## config.mk

```make
export PLATFORM = sky130hd
export DESIGN_NAME = udp_port_demultiplexer
export DESIGN_NICKNAME = d
export VERILOG_FILES = /design/src/rtl/udpdm_pkg.sv /design/src/rtl/udpdm_cell.sv /design/src/rtl/udp_port_demultiplexer.sv
export SDC_FILE = /design/constraint.sdc
export NUM_CORES = 1
export LEC_CHECK = 0
export ABC_AREA = 1
export BUFFER_PORTS_ARGS = -buffer_cell sky130_fd_sc_hd__buf_2
export CAP_MARGIN = 40
export CORE_AREA = 8 8 180 217
export CTS_CLUSTER_DIAMETER = 100
export DETAILED_ROUTE_END_ITERATION = 8
export DIE_AREA = 0 0 188 225
export HOLD_SLACK_MARGIN = 0.03
export PLACE_DENSITY = 0.79
export SYNTH_ARGS = -nofsm -noshare
export SYNTH_HDL_FRONTEND = slang
export SYNTH_SLANG_ARGS = --single-unit
```

## constraint.sdc

```tcl
create_clock -name clock -period 3 [get_ports clock]
set_input_delay 0.15 -clock clock [delete_from_list [all_inputs] [get_ports clock]]
set_output_delay 0.15 -clock clock [all_outputs]
set_load 0.02 [all_outputs]
```

## src/rtl/udpdm_pkg.sv

```systemverilog
`timescale 1ns / 1ps
// types and constants shared by the udp port demultiplexer
// no dependencies

package udpdm_pkg;

   localparam int HEADER_BYTES = 8;
   localparam int MAX_PAYLOAD  = 2048;
   localparam int SLOT_IDX_W   = 6;   // covers up to 64 bind slots
   localparam int POS_W        = 11;
   localparam int LIMIT_W      = 12;

   // header byte offsets (big-endian fields)
   localparam logic [POS_W-1:0] HDR_SRC_HI = POS_W'(0);
   localparam logic [POS_W-1:0] HDR_SRC_LO = POS_W'(1);
   localparam logic [POS_W-1:0] HDR_DST_HI = POS_W'(2);
   localparam logic [POS_W-1:0] HDR_DST_LO = POS_W'(3);
   localparam logic [POS_W-1:0] HDR_LEN_HI = POS_W'(4);
   localparam logic [POS_W-1:0] HDR_LEN_LO = POS_W'(5);
   localparam logic [POS_W-1:0] HDR_LAST   = POS_W'(HEADER_BYTES - 1);

   localparam logic [15:0] DHCP_PORT_RESET  = 16'd68;
   localparam logic [15:0] DNS_SERVER_RESET = 16'd53;

   typedef enum logic [1:0] {
      OP_BIND     = 2'd0,
      OP_UNBIND   = 2'd1,
      OP_DATAGRAM = 2'd2
   } opcode_type;

   typedef enum logic [1:0] {
      ROUTE_DHCP = 2'd0,
      ROUTE_DNS  = 2'd1,
      ROUTE_SLOT = 2'd2,
      ROUTE_DROP = 2'd3
   } route_type;

   typedef enum logic [1:0] {
      SWEEP_BIND   = 2'd0,
      SWEEP_UNBIND = 2'd1,
      SWEEP_LOOKUP = 2'd2
   } sweep_kind_type;

   typedef enum logic [0:0] {
      CSR_DHCP_PORT  = 1'b0,
      CSR_DNS_SERVER = 1'b1
   } csr_index_type;

   typedef struct packed {
      logic [1:0]  opcode;
      logic [15:0] port;
      logic [31:0] source_address;
      logic [7:0]  data_byte;
      logic        end_of_datagram;
   } req_type;

   typedef struct packed {
      logic        kind;
      logic        status;
      logic [1:0]  route;
      logic [2:0]  slot;
      logic [31:0] sender_address;
      logic [15:0] sender_port;
      logic [7:0]  payload_byte;
      logic [10:0] payload_index;
      logic        final_byte;
   } rsp_type;

   // search token walking down the slot cells
   typedef struct packed {
      logic                  valid;
      sweep_kind_type        kind;
      logic [15:0]           key;
      logic                  hit;
      logic [SLOT_IDX_W-1:0] hit_idx;
      logic                  free;
      logic [SLOT_IDX_W-1:0] free_idx;
   } sweep_token_type;

   typedef struct packed {
      logic                  en;
      logic [SLOT_IDX_W-1:0] idx;
      logic [15:0]           port;
   } cell_write_type;

endpackage

```

## src/rtl/udpdm_cell.sv

```systemverilog
`timescale 1ns / 1ps
// one bind slot: holds a port and its used flag, passes the search token on
// depends on udpdm_pkg

module udpdm_cell (
   input  logic                             clock,
   input  logic                             reset,
   input  logic [udpdm_pkg::SLOT_IDX_W-1:0] cell_index,
   input  udpdm_pkg::sweep_token_type       token_in,
   input  udpdm_pkg::cell_write_type        write,
   output udpdm_pkg::sweep_token_type       token_out
);
   import udpdm_pkg::*;

   logic            used_ff, used_in;
   logic [15:0]     port_ff, port_in;
   sweep_token_type pass_ff, pass_in;
   logic            match;
   logic            take_write;

   assign match      = used_ff && (port_ff == token_in.key);
   assign take_write = write.en && (write.idx == cell_index);

   always_comb begin
      pass_in = token_in;
      if (!token_in.hit && match) begin
         pass_in.hit     = 1'b1;
         pass_in.hit_idx = cell_index;
      end
      if (!token_in.free && !used_ff) begin
         pass_in.free     = 1'b1;
         pass_in.free_idx = cell_index;
      end
   end

   always_comb begin
      used_in = used_ff;
      port_in = port_ff;
      // unbind clears only the lowest matching slot
      if (token_in.valid && token_in.kind == SWEEP_UNBIND && match && !token_in.hit) begin
         used_in = 1'b0;
      end
      if (take_write) begin
         used_in = 1'b1;
         port_in = write.port;
      end
   end

   always_ff @(posedge clock) begin
      if (reset) begin
         used_ff <= 1'b0;
         pass_ff <= '0;
      end else begin
         used_ff <= used_in;
         pass_ff <= pass_in;
      end
   end

   always_ff @(posedge clock) begin
      port_ff <= port_in;
   end

   assign token_out = pass_ff;

endmodule

```

## src/rtl/udp_port_demultiplexer.sv

```systemverilog
`timescale 1ns / 1ps
// udp port demultiplexer: header parse, route choice and payload steering
// a datagram payload byte gives its registered result in the cycle after acceptance
// bind and unbind: status is registered from the cell row's end, busy while it searches
// the eighth header byte holds busy while the slot row is searched
// all other bytes are taken one per cycle while no search token is in the row
// synchronous reset frees every slot, clears the parser and loads ports 68 and 53

module udp_port_demultiplexer #(
   parameter int BIND_SLOTS      = 8,
   parameter int RX_BUFFER_BYTES = 512
) (
   input  logic                 clock,
   input  logic                 reset,
   input  logic                 start,
   output logic                 busy,
   input  udpdm_pkg::req_type   req_data,
   output logic                 rsp_strobe,
   output udpdm_pkg::rsp_type   rsp_data,
   input  logic                 csr_valid,
   output logic                 csr_ready,
   input  logic                 csr_index,
   input  logic [15:0]          csr_data
);
   import udpdm_pkg::*;

   localparam logic [LIMIT_W-1:0] RX_LIMIT  = LIMIT_W'(RX_BUFFER_BYTES);
   localparam logic [LIMIT_W-1:0] MAX_LIMIT = LIMIT_W'(MAX_PAYLOAD);

   logic [15:0]           dhcp_port_ff, dhcp_port_in;
   logic [15:0]           dns_server_ff, dns_server_in;
   logic [POS_W-1:0]      pos_ff, pos_in;
   logic [15:0]           hdr_source_ff, hdr_source_in;
   logic [15:0]           hdr_dest_ff, hdr_dest_in;
   logic [15:0]           len_ff, len_in;
   route_type             route_ff, route_in;
   logic [SLOT_IDX_W-1:0] slot_ff, slot_in;
   logic                  header_done_ff, header_done_in;
   logic [LIMIT_W-1:0]    limit_ff, limit_in;
   logic [LIMIT_W-1:0]    plen_ff, plen_in;
   sweep_token_type       launch_ff, launch_in;
   rsp_type               rsp_ff, rsp_in;
   logic                  rsp_strobe_ff, rsp_strobe_in;

   sweep_token_type       chain [BIND_SLOTS+1];
   logic [BIND_SLOTS:0]   tok_valid;
   cell_write_type        wr;
   sweep_token_type       fin;
   logic                  accept;
   logic [15:0]           plen_full;
   logic [LIMIT_W-1:0]    plen_cap;
   logic [LIMIT_W-1:0]    pos_next;
   logic                  last;

   assign chain[0] = launch_ff;

   for (genvar i = 0; i < BIND_SLOTS; i++) begin : g_cell
      udpdm_cell u_cell (
         .clock      (clock),
         .reset      (reset),
         .cell_index (SLOT_IDX_W'(i)),
         .token_in   (chain[i]),
         .write      (wr),
         .token_out  (chain[i+1])
      );
   end

   always_comb begin
      for (int k = 0; k <= BIND_SLOTS; k++) begin
         tok_valid[k] = chain[k].valid;
      end
   end

   assign busy      = |tok_valid;
   assign accept    = start && !busy;
   assign fin       = chain[BIND_SLOTS];
   assign csr_ready = 1'b1;

   assign plen_full = len_ff - 16'(HEADER_BYTES);
   assign plen_cap  = (plen_full > 16'(MAX_PAYLOAD)) ? MAX_LIMIT : plen_full[LIMIT_W-1:0];
   assign pos_next  = {1'b0, pos_ff} + LIMIT_W'(1);
   assign last      = (pos_next == limit_ff) || req_data.end_of_datagram;

   // configuration writes
   always_comb begin
      dhcp_port_in  = dhcp_port_ff;
      dns_server_in = dns_server_ff;
      if (csr_valid) begin
         case (csr_index_type'(csr_index))
            CSR_DHCP_PORT:  dhcp_port_in  = csr_data;
            CSR_DNS_SERVER: dns_server_in = csr_data;
            default: ;
         endcase
      end
   end

   always_comb begin
      pos_in         = pos_ff;
      hdr_source_in  = hdr_source_ff;
      hdr_dest_in    = hdr_dest_ff;
      len_in         = len_ff;
      route_in       = route_ff;
      slot_in        = slot_ff;
      header_done_in = header_done_ff;
      limit_in       = limit_ff;
      plen_in        = plen_ff;
      launch_in      = '0;
      rsp_in         = '0;
      rsp_strobe_in  = 1'b0;
      wr             = '0;

      if (fin.valid) begin
         case (fin.kind)
            SWEEP_BIND: begin
               rsp_strobe_in = 1'b1;
               if (!fin.hit) begin
                  if (fin.free) begin
                     wr.en   = 1'b1;
                     wr.idx  = fin.free_idx;
                     wr.port = fin.key;
                  end else begin
                     rsp_in.status = 1'b1;
                  end
               end
            end
            SWEEP_UNBIND: begin
               rsp_strobe_in = 1'b1;
            end
            SWEEP_LOOKUP: begin
               if (fin.hit) begin
                  route_in = ROUTE_SLOT;
                  slot_in  = fin.hit_idx;
                  limit_in = (plen_ff > RX_LIMIT) ? RX_LIMIT : plen_ff;
               end else begin
                  route_in = ROUTE_DROP;
               end
            end
            default: ;
         endcase
      end else if (accept) begin
         case (opcode_type'(req_data.opcode))
            OP_BIND, OP_UNBIND: begin
               launch_in.valid = 1'b1;
               launch_in.kind  = (opcode_type'(req_data.opcode) == OP_BIND) ?
                                 SWEEP_BIND : SWEEP_UNBIND;
               launch_in.key   = req_data.port;
            end
            OP_DATAGRAM: begin
               if (!header_done_ff) begin
                  case (pos_ff)
                     HDR_SRC_HI: hdr_source_in = {req_data.data_byte, hdr_source_ff[7:0]};
                     HDR_SRC_LO: hdr_source_in = {hdr_source_ff[15:8], req_data.data_byte};
                     HDR_DST_HI: hdr_dest_in   = {req_data.data_byte, hdr_dest_ff[7:0]};
                     HDR_DST_LO: hdr_dest_in   = {hdr_dest_ff[15:8], req_data.data_byte};
                     HDR_LEN_HI: len_in        = {req_data.data_byte, len_ff[7:0]};
                     HDR_LEN_LO: len_in        = {len_ff[15:8], req_data.data_byte};
                     default: ;
                  endcase
                  if (pos_ff >= HDR_LAST) begin
                     header_done_in = 1'b1;
                     pos_in         = '0;
                     limit_in       = '0;
                     route_in       = ROUTE_DROP;
                     if (len_ff > 16'(HEADER_BYTES)) begin
                        if (hdr_dest_ff == dhcp_port_ff) begin
                           route_in = ROUTE_DHCP;
                           limit_in = plen_cap;
                        end else if (hdr_source_ff == dns_server_ff) begin
                           route_in = ROUTE_DNS;
                           limit_in = plen_cap;
                        end else if (!req_data.end_of_datagram) begin
                           // slot match needs a walk down the cell row
                           plen_in         = plen_cap;
                           launch_in.valid = 1'b1;
                           launch_in.kind  = SWEEP_LOOKUP;
                           launch_in.key   = hdr_dest_ff;
                        end
                     end
                  end else begin
                     pos_in = pos_ff + POS_W'(1);
                  end
               end else if (route_ff != ROUTE_DROP && {1'b0, pos_ff} < limit_ff) begin
                  rsp_strobe_in         = 1'b1;
                  rsp_in.kind           = 1'b1;
                  rsp_in.route          = route_ff;
                  rsp_in.slot           = (route_ff == ROUTE_SLOT) ? slot_ff[2:0] : 3'd0;
                  rsp_in.sender_address = req_data.source_address;
                  rsp_in.sender_port    = hdr_source_ff;
                  rsp_in.payload_byte   = req_data.data_byte;
                  rsp_in.payload_index  = pos_ff;
                  rsp_in.final_byte     = last;
                  if (last) begin
                     route_in = ROUTE_DROP;
                  end else begin
                     pos_in = pos_next[POS_W-1:0];
                  end
               end
               if (req_data.end_of_datagram) begin
                  pos_in         = '0;
                  header_done_in = 1'b0;
                  route_in       = ROUTE_DROP;
                  limit_in       = '0;
               end
            end
            default: ;
         endcase
      end
   end

   always_ff @(posedge clock) begin
      if (reset) begin
         dhcp_port_ff   <= DHCP_PORT_RESET;
         dns_server_ff  <= DNS_SERVER_RESET;
         pos_ff         <= '0;
         hdr_source_ff  <= '0;
         hdr_dest_ff    <= '0;
         len_ff         <= '0;
         route_ff       <= ROUTE_DROP;
         slot_ff        <= '0;
         header_done_ff <= 1'b0;
         limit_ff       <= '0;
         plen_ff        <= '0;
         launch_ff      <= '0;
         rsp_strobe_ff  <= 1'b0;
      end else begin
         dhcp_port_ff   <= dhcp_port_in;
         dns_server_ff  <= dns_server_in;
         pos_ff         <= pos_in;
         hdr_source_ff  <= hdr_source_in;
         hdr_dest_ff    <= hdr_dest_in;
         len_ff         <= len_in;
         route_ff       <= route_in;
         slot_ff        <= slot_in;
         header_done_ff <= header_done_in;
         limit_ff       <= limit_in;
         plen_ff        <= plen_in;
         launch_ff      <= launch_in;
         rsp_strobe_ff  <= rsp_strobe_in;
      end
   end

   always_ff @(posedge clock) begin
      rsp_ff <= rsp_in;
   end

   assign rsp_strobe = rsp_strobe_ff;
   assign rsp_data   = rsp_ff;

`ifndef SYNTHESIS
   // only one search token is ever in the cell row
   a_single_token: assert property (@(posedge clock) disable iff (reset)
      $onehot0(tok_valid))
      else $error("more than one search token in flight");

   // a finished bind or unbind search always reports its status next cycle
   a_status_follows: assert property (@(posedge clock) disable iff (reset)
      fin.valid && (fin.kind == SWEEP_BIND || fin.kind == SWEEP_UNBIND)
      |=> rsp_strobe && !rsp_data.kind)
      else $error("bind or unbind search ended without a status transaction");

   // payload is only ever steered to a live route
   a_payload_route: assert property (@(posedge clock) disable iff (reset)
      rsp_strobe && rsp_data.kind |-> rsp_data.route != ROUTE_DROP)
      else $error("payload transaction on a dropped route");

   // a route lookup completes before any further byte can be taken
   a_lookup_blocks: assert property (@(posedge clock) disable iff (reset)
      fin.valid |-> !accept)
      else $error("transaction accepted while a search finishes");
`endif

endmodule
```

==> impl_metrics.yaml, run 1 <==
run_status:
  outcome: "finished, final reports clean"
route:
  routed_wl_um: 53600
  dr.pass1.iters: 5
  via_count: 16718
  viasPerCell: 5.24
  drtIter0Drc: 1371
  wl_per_cell_um: 16.8
  ant_nets: 0
  remaining_drc_errors: 0
setup_path:
  cp-end-kind: "register"
  cp-start-kind: "register"
  crit-reg2reg-launch: "pos_ff[1]"
  cp.required_ns: 3.52
  rrSetupSlack_ns: 0.31
  r2r_cells: 13
  critPathKind: "register to register"
  rr_endpoint: "chain[281]"
  cp_max_fo: 11
  arrival_ns: 3.21
synthesis:
  async_reset_ff_share_pct: 0
  synthTopCellsByArea: "dfxtp_1 (41%), edfxtp_1 (18%), nor2_1 (9.1%), inv_1 (7.0%), nand2_1 (5.6%)"
  syn-num-nets: 2518
  synth_fa_ha_area_share_pct: 1.01
  synth_seq_cells: 554
  synth_area_leader_cell: "dfxtp_1"
  synth_cell_types: 50
  synthMuxAreaShare_pct: 0
  synth-simple-area-share_pct: 21.4
  synthXorXnorAreaFrac_pct: 3.56
  yosys.area.top_type_share_pct: 40.6
  synth_compound_area_share_pct: 6.91
  ys.flop_type: "dfxtp_1"
  synth_edf_count: 128
  synth_top_family_by_area: "simple AND/OR/NAND/NOR gates"
  syn_area_um2: 21000
  yosys_warnings: 0
  yosysSeqAreaShare_pct: 58.8
  syn_inst: 2421
  syn_avg_cell_area_um2: 8.69
floorplanning:
  rows: 76
  die_x_um: 188
  initial_core_util_pct: 59.3
  io_pins: 158
  fp.dieArea_um2: 42300
  core_um2: 35500
  die_h_um: 225
grt:
  first_global_vias: 16662
  grt_first_pass_wirelength_um: 85100
  grt_overflow: 0
  grt_usage_pct: 24.9
  antenna_found_initial: 6
  grt_max_degree: 162
layout:
  drive_above_1_share_pct: 11.6
  nets: 2776
  final_area_um2: 24900
  final_core_util_pct: 70.3
  mostFrequentLayoutCell: "nor2_1"
  final_cells: 3192
  mostFrequentLayoutCells: "nor2_1 (509), dfxtp_1 (426), inv_1 (393)"
  syn_to_final_growth_pct: 18.5
  filler_cell_count: 2652
sta:
  fin_skew_ns: 0.0189
  slew_violations: 0
  max_slew.worst_pin.slew_ns: 0.928
  finalCriticalPeriod_ns: 2.69
  fin_tns_setup_ns: 0
  maxSlewHeadroom_pct: 38.1
  worst_slack_ns: 0.311
  setup_viol_count_final: 0
  fin_crit_sh_pct: 89.6
  rsz0062_at_grt: "no"
  fmax_ghz: 0.372
  hold_violations: 0
  hold_ws_ns: 0.0598
hold_path:
  holdPathEnd: "chain[286]"
  whs_path_depth: 5
  hold_class: "input port to register"
  hold_start: "req_data[58]"
clock_network:
  clk_pin_slew_ns: 0.06
  h-tree-depth: 2
  insertion_delay_ns: 0.58
  cts_tree: "done"
  cts_made_buffers: 51
  ctsLongestPathBuffers: 3
  cts_root_buf: "clkbuf_16"
  clkSinkCount: 554
place:
  dp_hpwl_um: 37200
  place_area_um2: 22500
  portBuffers: 156
  gp_congestion: 0.910
  place_ws_ns: 0.389
  placed_cells: 3019
job:
  drv_cap: 0
pwr:
  leakage_nw: 10.7
  vdd_drop_max_mv: 0.552
  power.total_mw: 14.9
  powerDensity_nw_per_um2: 596
## critical path, stage by stage (launching register included)
cell and delay, ns:
dfxtp_1 0.42, ha_1 0.22, nand2_1 0.17, nand3_1 0.12
nor2_1 0.05, nand3_1 0.14, nand3_1 0.10, nor2_1 0.16
nand2_1 0.10, inv_1 0.29, nand2_1 0.22, nor2_1 0.45
nand2_1 0.11, nand2_1 0.09
## how the worst max path moves through the flow
stage | startpoint | end | slack (ns) | cells after the start
3_3_place_gp | pos_ff[1] | pos_ff[1] | 0.48 | 16
4_1_cts | pos_ff[1] | chain[281] | 0.33 | 13
5_1_grt | pos_ff[0] | chain[281] | 0.02 | 13
2_1_floorplan | g_cell[7].u_cell.token_out[32] | g_cell[1].u_cell.port_ff[0] | 0.50 | 5
3_5_place_dp | pos_ff[1] | chain[283] | 0.39 | 13
6_report | pos_ff[1] | chain[281] | 0.31 | 13
## cell usage after synthesis, types with 38 or more instances
library cell	n
xnor2_1	47
nor2_1	509
nand4_1	38
inv_1	393
a21oi_1	80
nor3_1	38
nand2_1	312
o21ai_0	91
clkbuf_1	51
dfxtp_1	426
edfxtp_1	128
nand3_1	94
## cells by family after synthesis
kind of cell	after synthesis
buf+inv	459
fa+ha+maj	17
other cells	1
compound gates	251
flops	554
simple gates	1055
xor+xnor	84
## power breakdown
group / internal [mW] / total (mW) / switching (mW)
sequential: 7.67 / 7.74 / 0.0628
clock: 3.75 / 6.47 / 2.72
combinational: 0.258 / 0.655 / 0.397
total: 11.7 / 14.9 / 3.18
## per-layer routing
layer  up-vias  wire length (um)  share of wire [%]  track usage (%)
li1       8156                 -                  -                -
met4         2              2860                5.3             13.6
met2       562             27300                 51             44.5
met1      7815             20600                 38             27.9
met3       183              2850                5.3             4.10
met5         -                17              0.032                0
## layout make-up
type / count / area, um2 / area share (%)
Clock inverter: 15 / 109 / 0.437
Sequential cell: 554 / 12400 / 49.6
Tap cell: 468 / 586 / 2.35
Multi-Input combinational cell: 1408 / 6930 / 27.8
Inverter: 399 / 1500 / 6.01
Clock buffer: 78 / 1600 / 6.40
Timing Repair Buffer: 265 / 1820 / 7.30
Antenna cell: 5 / 12.5 / 0.0502
## state kept, by name, indices dropped and copies added (netlist names), 19 cells and up
register and cells:
rsp_data 75, chain 19, g_cell.u_cell.token_out 202, g_cell.u_cell.port_ff 128
## what timing repair did
action | in CTS | in global routing
hold buffers | 75 | 0
endpoints found under the hold margin | 150 | 0
setup buffers | 0 | 0
gates resized for setup | 0 | 0
Power figures use the tool's default switching activity.
==> inputs of run 2 (changes only) <==
--- a/config.mk
+++ b/config.mk
@@ -6,14 +6,14 @@
 export NUM_CORES = 1
 export LEC_CHECK = 0
 export ABC_AREA = 1
-export BUFFER_PORTS_ARGS = -buffer_cell sky130_fd_sc_hd__buf_2
+export BUFFER_PORTS_ARGS = -buffer_cell sky130_fd_sc_hd__buf_4
 export CAP_MARGIN = 40
-export CORE_AREA = 8 8 180 217
+export CORE_AREA = 8 8 197 236
 export CTS_CLUSTER_DIAMETER = 100
 export DETAILED_ROUTE_END_ITERATION = 8
-export DIE_AREA = 0 0 188 225
+export DIE_AREA = 0 0 205 244
 export HOLD_SLACK_MARGIN = 0.03
-export PLACE_DENSITY = 0.79
+export PLACE_DENSITY = 0.68
 export SYNTH_ARGS = -nofsm -noshare
 export SYNTH_HDL_FRONTEND = slang
 export SYNTH_SLANG_ARGS = --single-unit
==> constraint.sdc (replaced) <==
create_clock -name clock -period 2.85 [get_ports clock]
set_input_delay 0.1425 -clock clock [delete_from_list [all_inputs] [get_ports clock]]
set_output_delay 0.1425 -clock clock [all_outputs]
set_load 0.02 [all_outputs]
==> impl_metrics.yaml, run 2 (synthesis results as in run 1) <==
layout:
  largest_reg_flops: 202
  mostFrequentLayoutCells: "nor2_1 (509), dfxtp_1 (426), inv_1 (393)"
  nets: 2794
  mostFrequentLayoutCell: "nor2_1"
  syn_to_final_growth_pct: 22.7
  drive_above_1_share_pct: 12.3
  filler_cell_count: 3629
setup_path:
  critPathKind: "register to register"
  cp-end-kind: "register"
  crit-reg2reg-launch: "pos_ff[1]"
  r2r_cells: 16
  critPathLaunch: "pos_ff[1]"
  cp.required_ns: 3.31
  rr_endpoint: "pos_ff[1]"
  cp_max_fo: 15
  cp-start-kind: "register"
  arrival_ns: 2.97
  rrSetupSlack_ns: 0.34
pwr:
  vdd_drop_max_mv: 0.735
  powerDensity_nw_per_um2: 641
  leakage_nw: 11.0
hold_path:
  whs_path_depth: 5
  hold_class: "input port to register"
  holdPathEnd: "chain[292]"
  hold_start: "req_data[58]"
floorplanning:
  fp.dieArea_um2: 50000
  core_um2: 42600
  io_pins: 158
  die_h_um: 244
  rows: 83
  die_x_um: 205
  initial_core_util_pct: 49.4
clock_network:
  ctsLongestPathBuffers: 3
  cts_root_buf: "clkbuf_16"
  insertion_delay_ns: 0.60
  cts_tree: "done"
  h-tree-depth: 2
  clk_pin_slew_ns: 0.06
  cts_made_buffers: 54
  post-cts-setup-buffers: 0
  clkSinkCount: 554
sta:
  fmax_ghz: 0.398
  fin_crit_sh_pct: 88.1
  fin_tns_setup_ns: 0
  fin_skew_ns: 0.0243
  max_slew.worst_pin.slew_ns: 0.777
  finalCriticalPeriod_ns: 2.51
  slew_violations: 0
  hold_ws_ns: 0.0586
  maxSlewHeadroom_pct: 47.7
  hold_violations: 0
  setup_viol_count_final: 0
  rsz0062_at_grt: "no"
route:
  viasPerCell: 4.95
  remaining_drc_errors: 0
  ant_nets: 0
  dr.pass1.iters: 5
  drtIter0Drc: 836
  routed_wl_um: 53700
  wl_per_cell_um: 16.3
  via_count: 16297
grt:
  antenna_found_initial: 1
  first_global_vias: 16357
  grt_usage_pct: 21.2
  grt_overflow: 0
  grt_max_degree: 189
  grt_first_pass_wirelength_um: 84900
run_status:
  outcome: "finished, final reports clean"
job:
  drv_cap: 0
place:
  portBuffers: 156
  dp_hpwl_um: 38100
  gp_congestion: 0.902
run 2: cell types whose count changed in the layout (fill, tap and decap cells not counted), sizes merged:
| cell | delta |
|---|---|
| buf | +7 |
| bufinv | +8 |
| clkbuf | -3 |
| clkinv | +1 |
| clkinvlp | +3 |
| diode | -4 |
| dlygate4sd3 | +8 |
| inv | -2 |
run 2: cell type report:
cell class / count / area (um2) / share of cell area [%]
timing repair buffer: 280 / 2340 / 9.07
inverter: 399 / 1500 / 5.81
clock inverter: 25 / 384 / 1.49
antenna: 1 / 2.50 / 0.00970
tap: 552 / 691 / 2.68
sequential: 554 / 12400 / 48.0
clock buffer: 75 / 1570 / 6.10
multi-input combinational: 1408 / 6930 / 26.9
run 2: repair_timing:
action / 4_1_cts / 5_1_grt
hold buffers: 83 / 0
setup endpoints to repair: 0 / 4
gates resized for setup: 0 / 1
endpoints found under the hold margin: 161 / 0
run 2: how the worst max path moves through the flow:
stage	slack, ns	end
final	0.34	pos_ff[1]
after global routing	0.06	pos_ff[1]
after global placement	0.35	pos_ff[10]
after detailed placement	0.30	pos_ff[1]
after floorplan	0.35	g_cell[1].u_cell.port_ff[0]
after CTS	0.27	pos_ff[1]
run 2: worst max-delay path, cell delays in order (launching register included):
cell	delay (ns)
dfxtp_1	0.42
ha_1	0.23
nand2_1	0.15
nor2_2	0.25
nand2_1	0.10
nand3_1	0.08
nand3_1	0.07
nor2_1	0.11
nand2_1	0.07
nor2_1	0.11
nand2_1	0.09
nand2_1	0.08
nand2_2	0.20
nand2_2	0.24
nand2_1	0.08
nand2_1	0.07
nor2_1	0.04
run 2: routing by layer:
layer  wire length (um)  up-vias  GRT usage (%)
met2              26800      398           37.2
met4               2430        0           10.2
met1              22100     7575           24.7
met5                  0        -              0
met3               2420      140           3.69
li1                   -     8184              -
run 2: power by group:
group | total [mW] | internal [mW] | switching, mW | leakage (nW)
registers | 8.14 | 8.08 | 0.0641 | 4.90
logic | 0.733 | 0.311 | 0.422 | 5.10
clock network | 7.66 | 4.67 | 2.99 | 0.954
total | 16.5 | 13.1 | 3.48 | 11.0
run 2: per-stage QoR:
stage               total power [mW]  utilization, %  worst slack, ns  area [um2]  cells
finish                          16.5            60.6            0.340       25800   3294
global route                    17.1            60.6           0.0576       25800   3294
CTS                             16.7            60.6            0.268       25800   3293
detailed placement              8.94            54.0            0.298       23000   3110
global placement                8.93            54.0            0.348       23000   3108
floorplan                       8.69               -            0.355       21000   2421
==> inputs of run 3 (changes only) <==
--- a/config.mk
+++ b/config.mk
@@ -5,13 +5,13 @@
 export SDC_FILE = /design/constraint.sdc
 export NUM_CORES = 1
 export LEC_CHECK = 0
-export ABC_AREA = 1
+export ABC_AREA = 0
 export BUFFER_PORTS_ARGS = -buffer_cell sky130_fd_sc_hd__buf_4
 export CAP_MARGIN = 40
-export CORE_AREA = 8 8 197 236
+export CORE_AREA = 8 8 193 232
 export CTS_CLUSTER_DIAMETER = 100
 export DETAILED_ROUTE_END_ITERATION = 8
-export DIE_AREA = 0 0 205 244
+export DIE_AREA = 0 0 201 240
 export HOLD_SLACK_MARGIN = 0.03
 export PLACE_DENSITY = 0.68
 export SYNTH_ARGS = -nofsm -noshare
==> impl_metrics.yaml, run 3 <==
pwr:
  internal_power_mw: 12.4
  p_clk_share_pct: 45.2
  pwr-share-comb_pct: 3.4
  leakage_nw: 9.48
  vdd_drop_max_mv: 0.619
  powerDensity_nw_per_um2: 632
  swShare_pct: 21.1
  p_switching_mw: 3.32
  power.total_mw: 15.8
  p_seq_share_pct: 51.4
synthesis:
  yosys.area.top_type_share_pct: 42.3
  synthTopCellsByArea: "dfxtp_1 (42%), edfxtp_1 (19%), xnor2_1 (5.4%), nor2b_1 (4.8%), and3_1 (2.7%)"
  syn_inst: 1848
  async_reset_ff_share_pct: 0
  post-synth-top-count-cell: "dfxtp_1"
  ys.flop_type: "dfxtp_1"
  synth_seq_cells: 554
  synth_common_cells: "dfxtp_1 (426), nor2b_1 (156), nand2_1 (143), edfxtp_1 (128), xnor2_1 (124)"
  syn-num-nets: 1945
  synth_area_leader_cell: "dfxtp_1"
  syn_area_um2: 20200
  synth_edf_count: 128
  syn_avg_cell_area_um2: 10.9
  yosysSeqAreaShare_pct: 61.3
  synth_cell_types: 66
  yosys_warnings: 0
setup_path:
  cp-start-kind: "register"
  cp-end-kind: "register"
  cp.required_ns: 3.35
  crit_chain: "inv_1, ha_1, xnor2_1, nand4_1, nor4_1, a31oi_2, nor2_2, nand3_1, o2bb2ai_1"
  cp_max_fo: 7
  critPathKind: "register to register"
  arrival_ns: 3.18
  crit_slowest_cell: "xnor2_1"
  cpPeakStageDelay_ns: 0.45
floorplanning:
  initial_core_util_pct: 49.1
  rows: 82
  io_pins: 158
  core_um2: 41100
  fp.dieArea_um2: 48200
  die_h_um: 240
  die_x_um: 201
layout:
  nets: 2209
  mostFrequentLayoutCell: "dfxtp_1"
  multi_input_area_um2: 7400
  filler_cell_count: 3305
  final_core_util_pct: 60.6
  syn_to_final_growth_pct: 23.6
  drive_above_1_share_pct: 15.6
  area.sequential_um2: 12400
  largest_reg_flops: 202
  final_cells: 2703
  mostFrequentLayoutCells: "dfxtp_1 (423), buf_4 (214), nor2b_1 (156)"
route:
  ant_nets: 0
  remaining_drc_errors: 0
  drtIter0Drc: 731
  wl_per_cell_um: 19.1
  viasPerCell: 5.25
  via_count: 14200
  dr.pass1.iters: 5
  routed_wl_um: 51600
place:
  placed_cells: 2526
  gp_congestion: 0.902
  portBuffers: 156
  dp_hpwl_um: 36600
clock_network:
  ctsLongestPathBuffers: 3
  insertion_delay_ns: 0.59
  clkSinkCount: 554
  cts_tree: "done"
  h-tree-depth: 2
  clk_pin_slew_ns: 0.07
  cts_made_buffers: 52
  cts_root_buf: "clkbuf_16"
sta:
  max_slew.worst_pin.slew_ns: 0.916
  hold_violations: 0
  setup_viol_count_final: 0
  fmax_ghz: 0.373
  fin_tns_setup_ns: 0
  maxSlewHeadroom_pct: 38.9
  fin_crit_sh_pct: 94.0
  slew_violations: 0
  finalCriticalPeriod_ns: 2.68
  fin_skew_ns: 0.0268
hold_path:
  hold_class: "input port to register"
grt:
  grt_max_degree: 144
  grt_usage_pct: 21.2
  grt_overflow: 0
  antenna_found_initial: 0
  grt_first_pass_wirelength_um: 81900
  first_global_vias: 14735
job:
  drv_cap: 0
run_status:
  outcome: "finished, final reports clean"
-- run 3: worst paths after layout --
kind,startpoint,to,slack [ns],cells past startpoint
setup / recovery,len_ff[4],plen_ff[3],0.17,9
hold / removal,start,chain[296],0.10,4
setup reg to reg,len_ff[4],plen_ff[3],0.17,9
hold reg to reg,g_cell[0].u_cell.token_out[6],g_cell[1].u_cell.token_out[0],0.43,1
-- run 3: critical path, delay by kind of cell (launching register included) --
family | cells | cell delay, ns
adder cells (fa/ha/maj) | 1 | 0.23
buffers and inverters | 1 | 0.08
AO/OA/AOI/OAI | 2 | 0.39
flip-flops | 1 | 0.39
XOR/XNOR | 1 | 0.45
AND/OR/NAND/NOR | 4 | 1.05
-- run 3: cell type report --
type                            count  share of cell area [%]
Sequential cell                   554                    49.6
Multi-Input combinational cell   1160                    29.7
Timing Repair Buffer              299                    10.1
Clock buffer                       77                    6.17
Tap cell                          546                    2.74
Clock inverter                     21                    1.03
Inverter                           45                   0.677
Antenna cell                        1                  0.0100
-- run 3: per-stage QoR --
stage | instance area [um2] | setup WS [ns] | hold slack, ns
final | 24900 | 0.171 | 0.103
after global routing | 24900 | -0.000907 | 0.105
after CTS | 24900 | 0.0610 | 0.0808
after detailed placement | 22300 | 0.0885 | 0.357
after global placement | 22300 | 0.152 | 0.360
after floorplan | 20200 | -0.0943 | 0.239
-- run 3: per-layer routing --
| layer | track usage [%] | vias up | routed length [um] |
|---|---|---|---|
| met4 | 7.57 | 0 | 1670 |
| met2 | 40.5 | 346 | 27600 |
| li1 | - | 6902 | - |
| met3 | 3.21 | 100 | 2020 |
| met5 | 0 | - | 0 |
| met1 | 23.4 | 6852 | 20400 |
-- run 3: cell families after synthesis --
logic type               share of synthesized area (%)
AO/OA/AOI/OAI                                     7.28
XOR/XNOR                                          7.72
adder cells (fa/ha/maj)                           1.10
buffers and inverters                             2.59
flip-flops                                        61.3
multiplexers                                     0.992
other                                           0.0186
AND/OR/NAND/NOR                                   19.0
-- run 3: repair_timing --
| action | in CTS | in global routing |
|---|---|---|
| setup buffers | 0 | 1 |
| endpoints found under the setup margin | 0 | 84 |
| hold endpoints to repair | 171 | 0 |
| hold buffers | 77 | 0 |
| resized for setup | 0 | 15 |
-- run 3: power groups by stage --
stage	registers, mW	logic, mW	clock network [mW]
global route	8.11	0.578	7.58
global placement	8.28	0.421	0
floorplan	8.26	0.244	0
finish	8.11	0.532	7.13
detailed placement	8.28	0.433	0
CTS	8.11	0.525	7.24
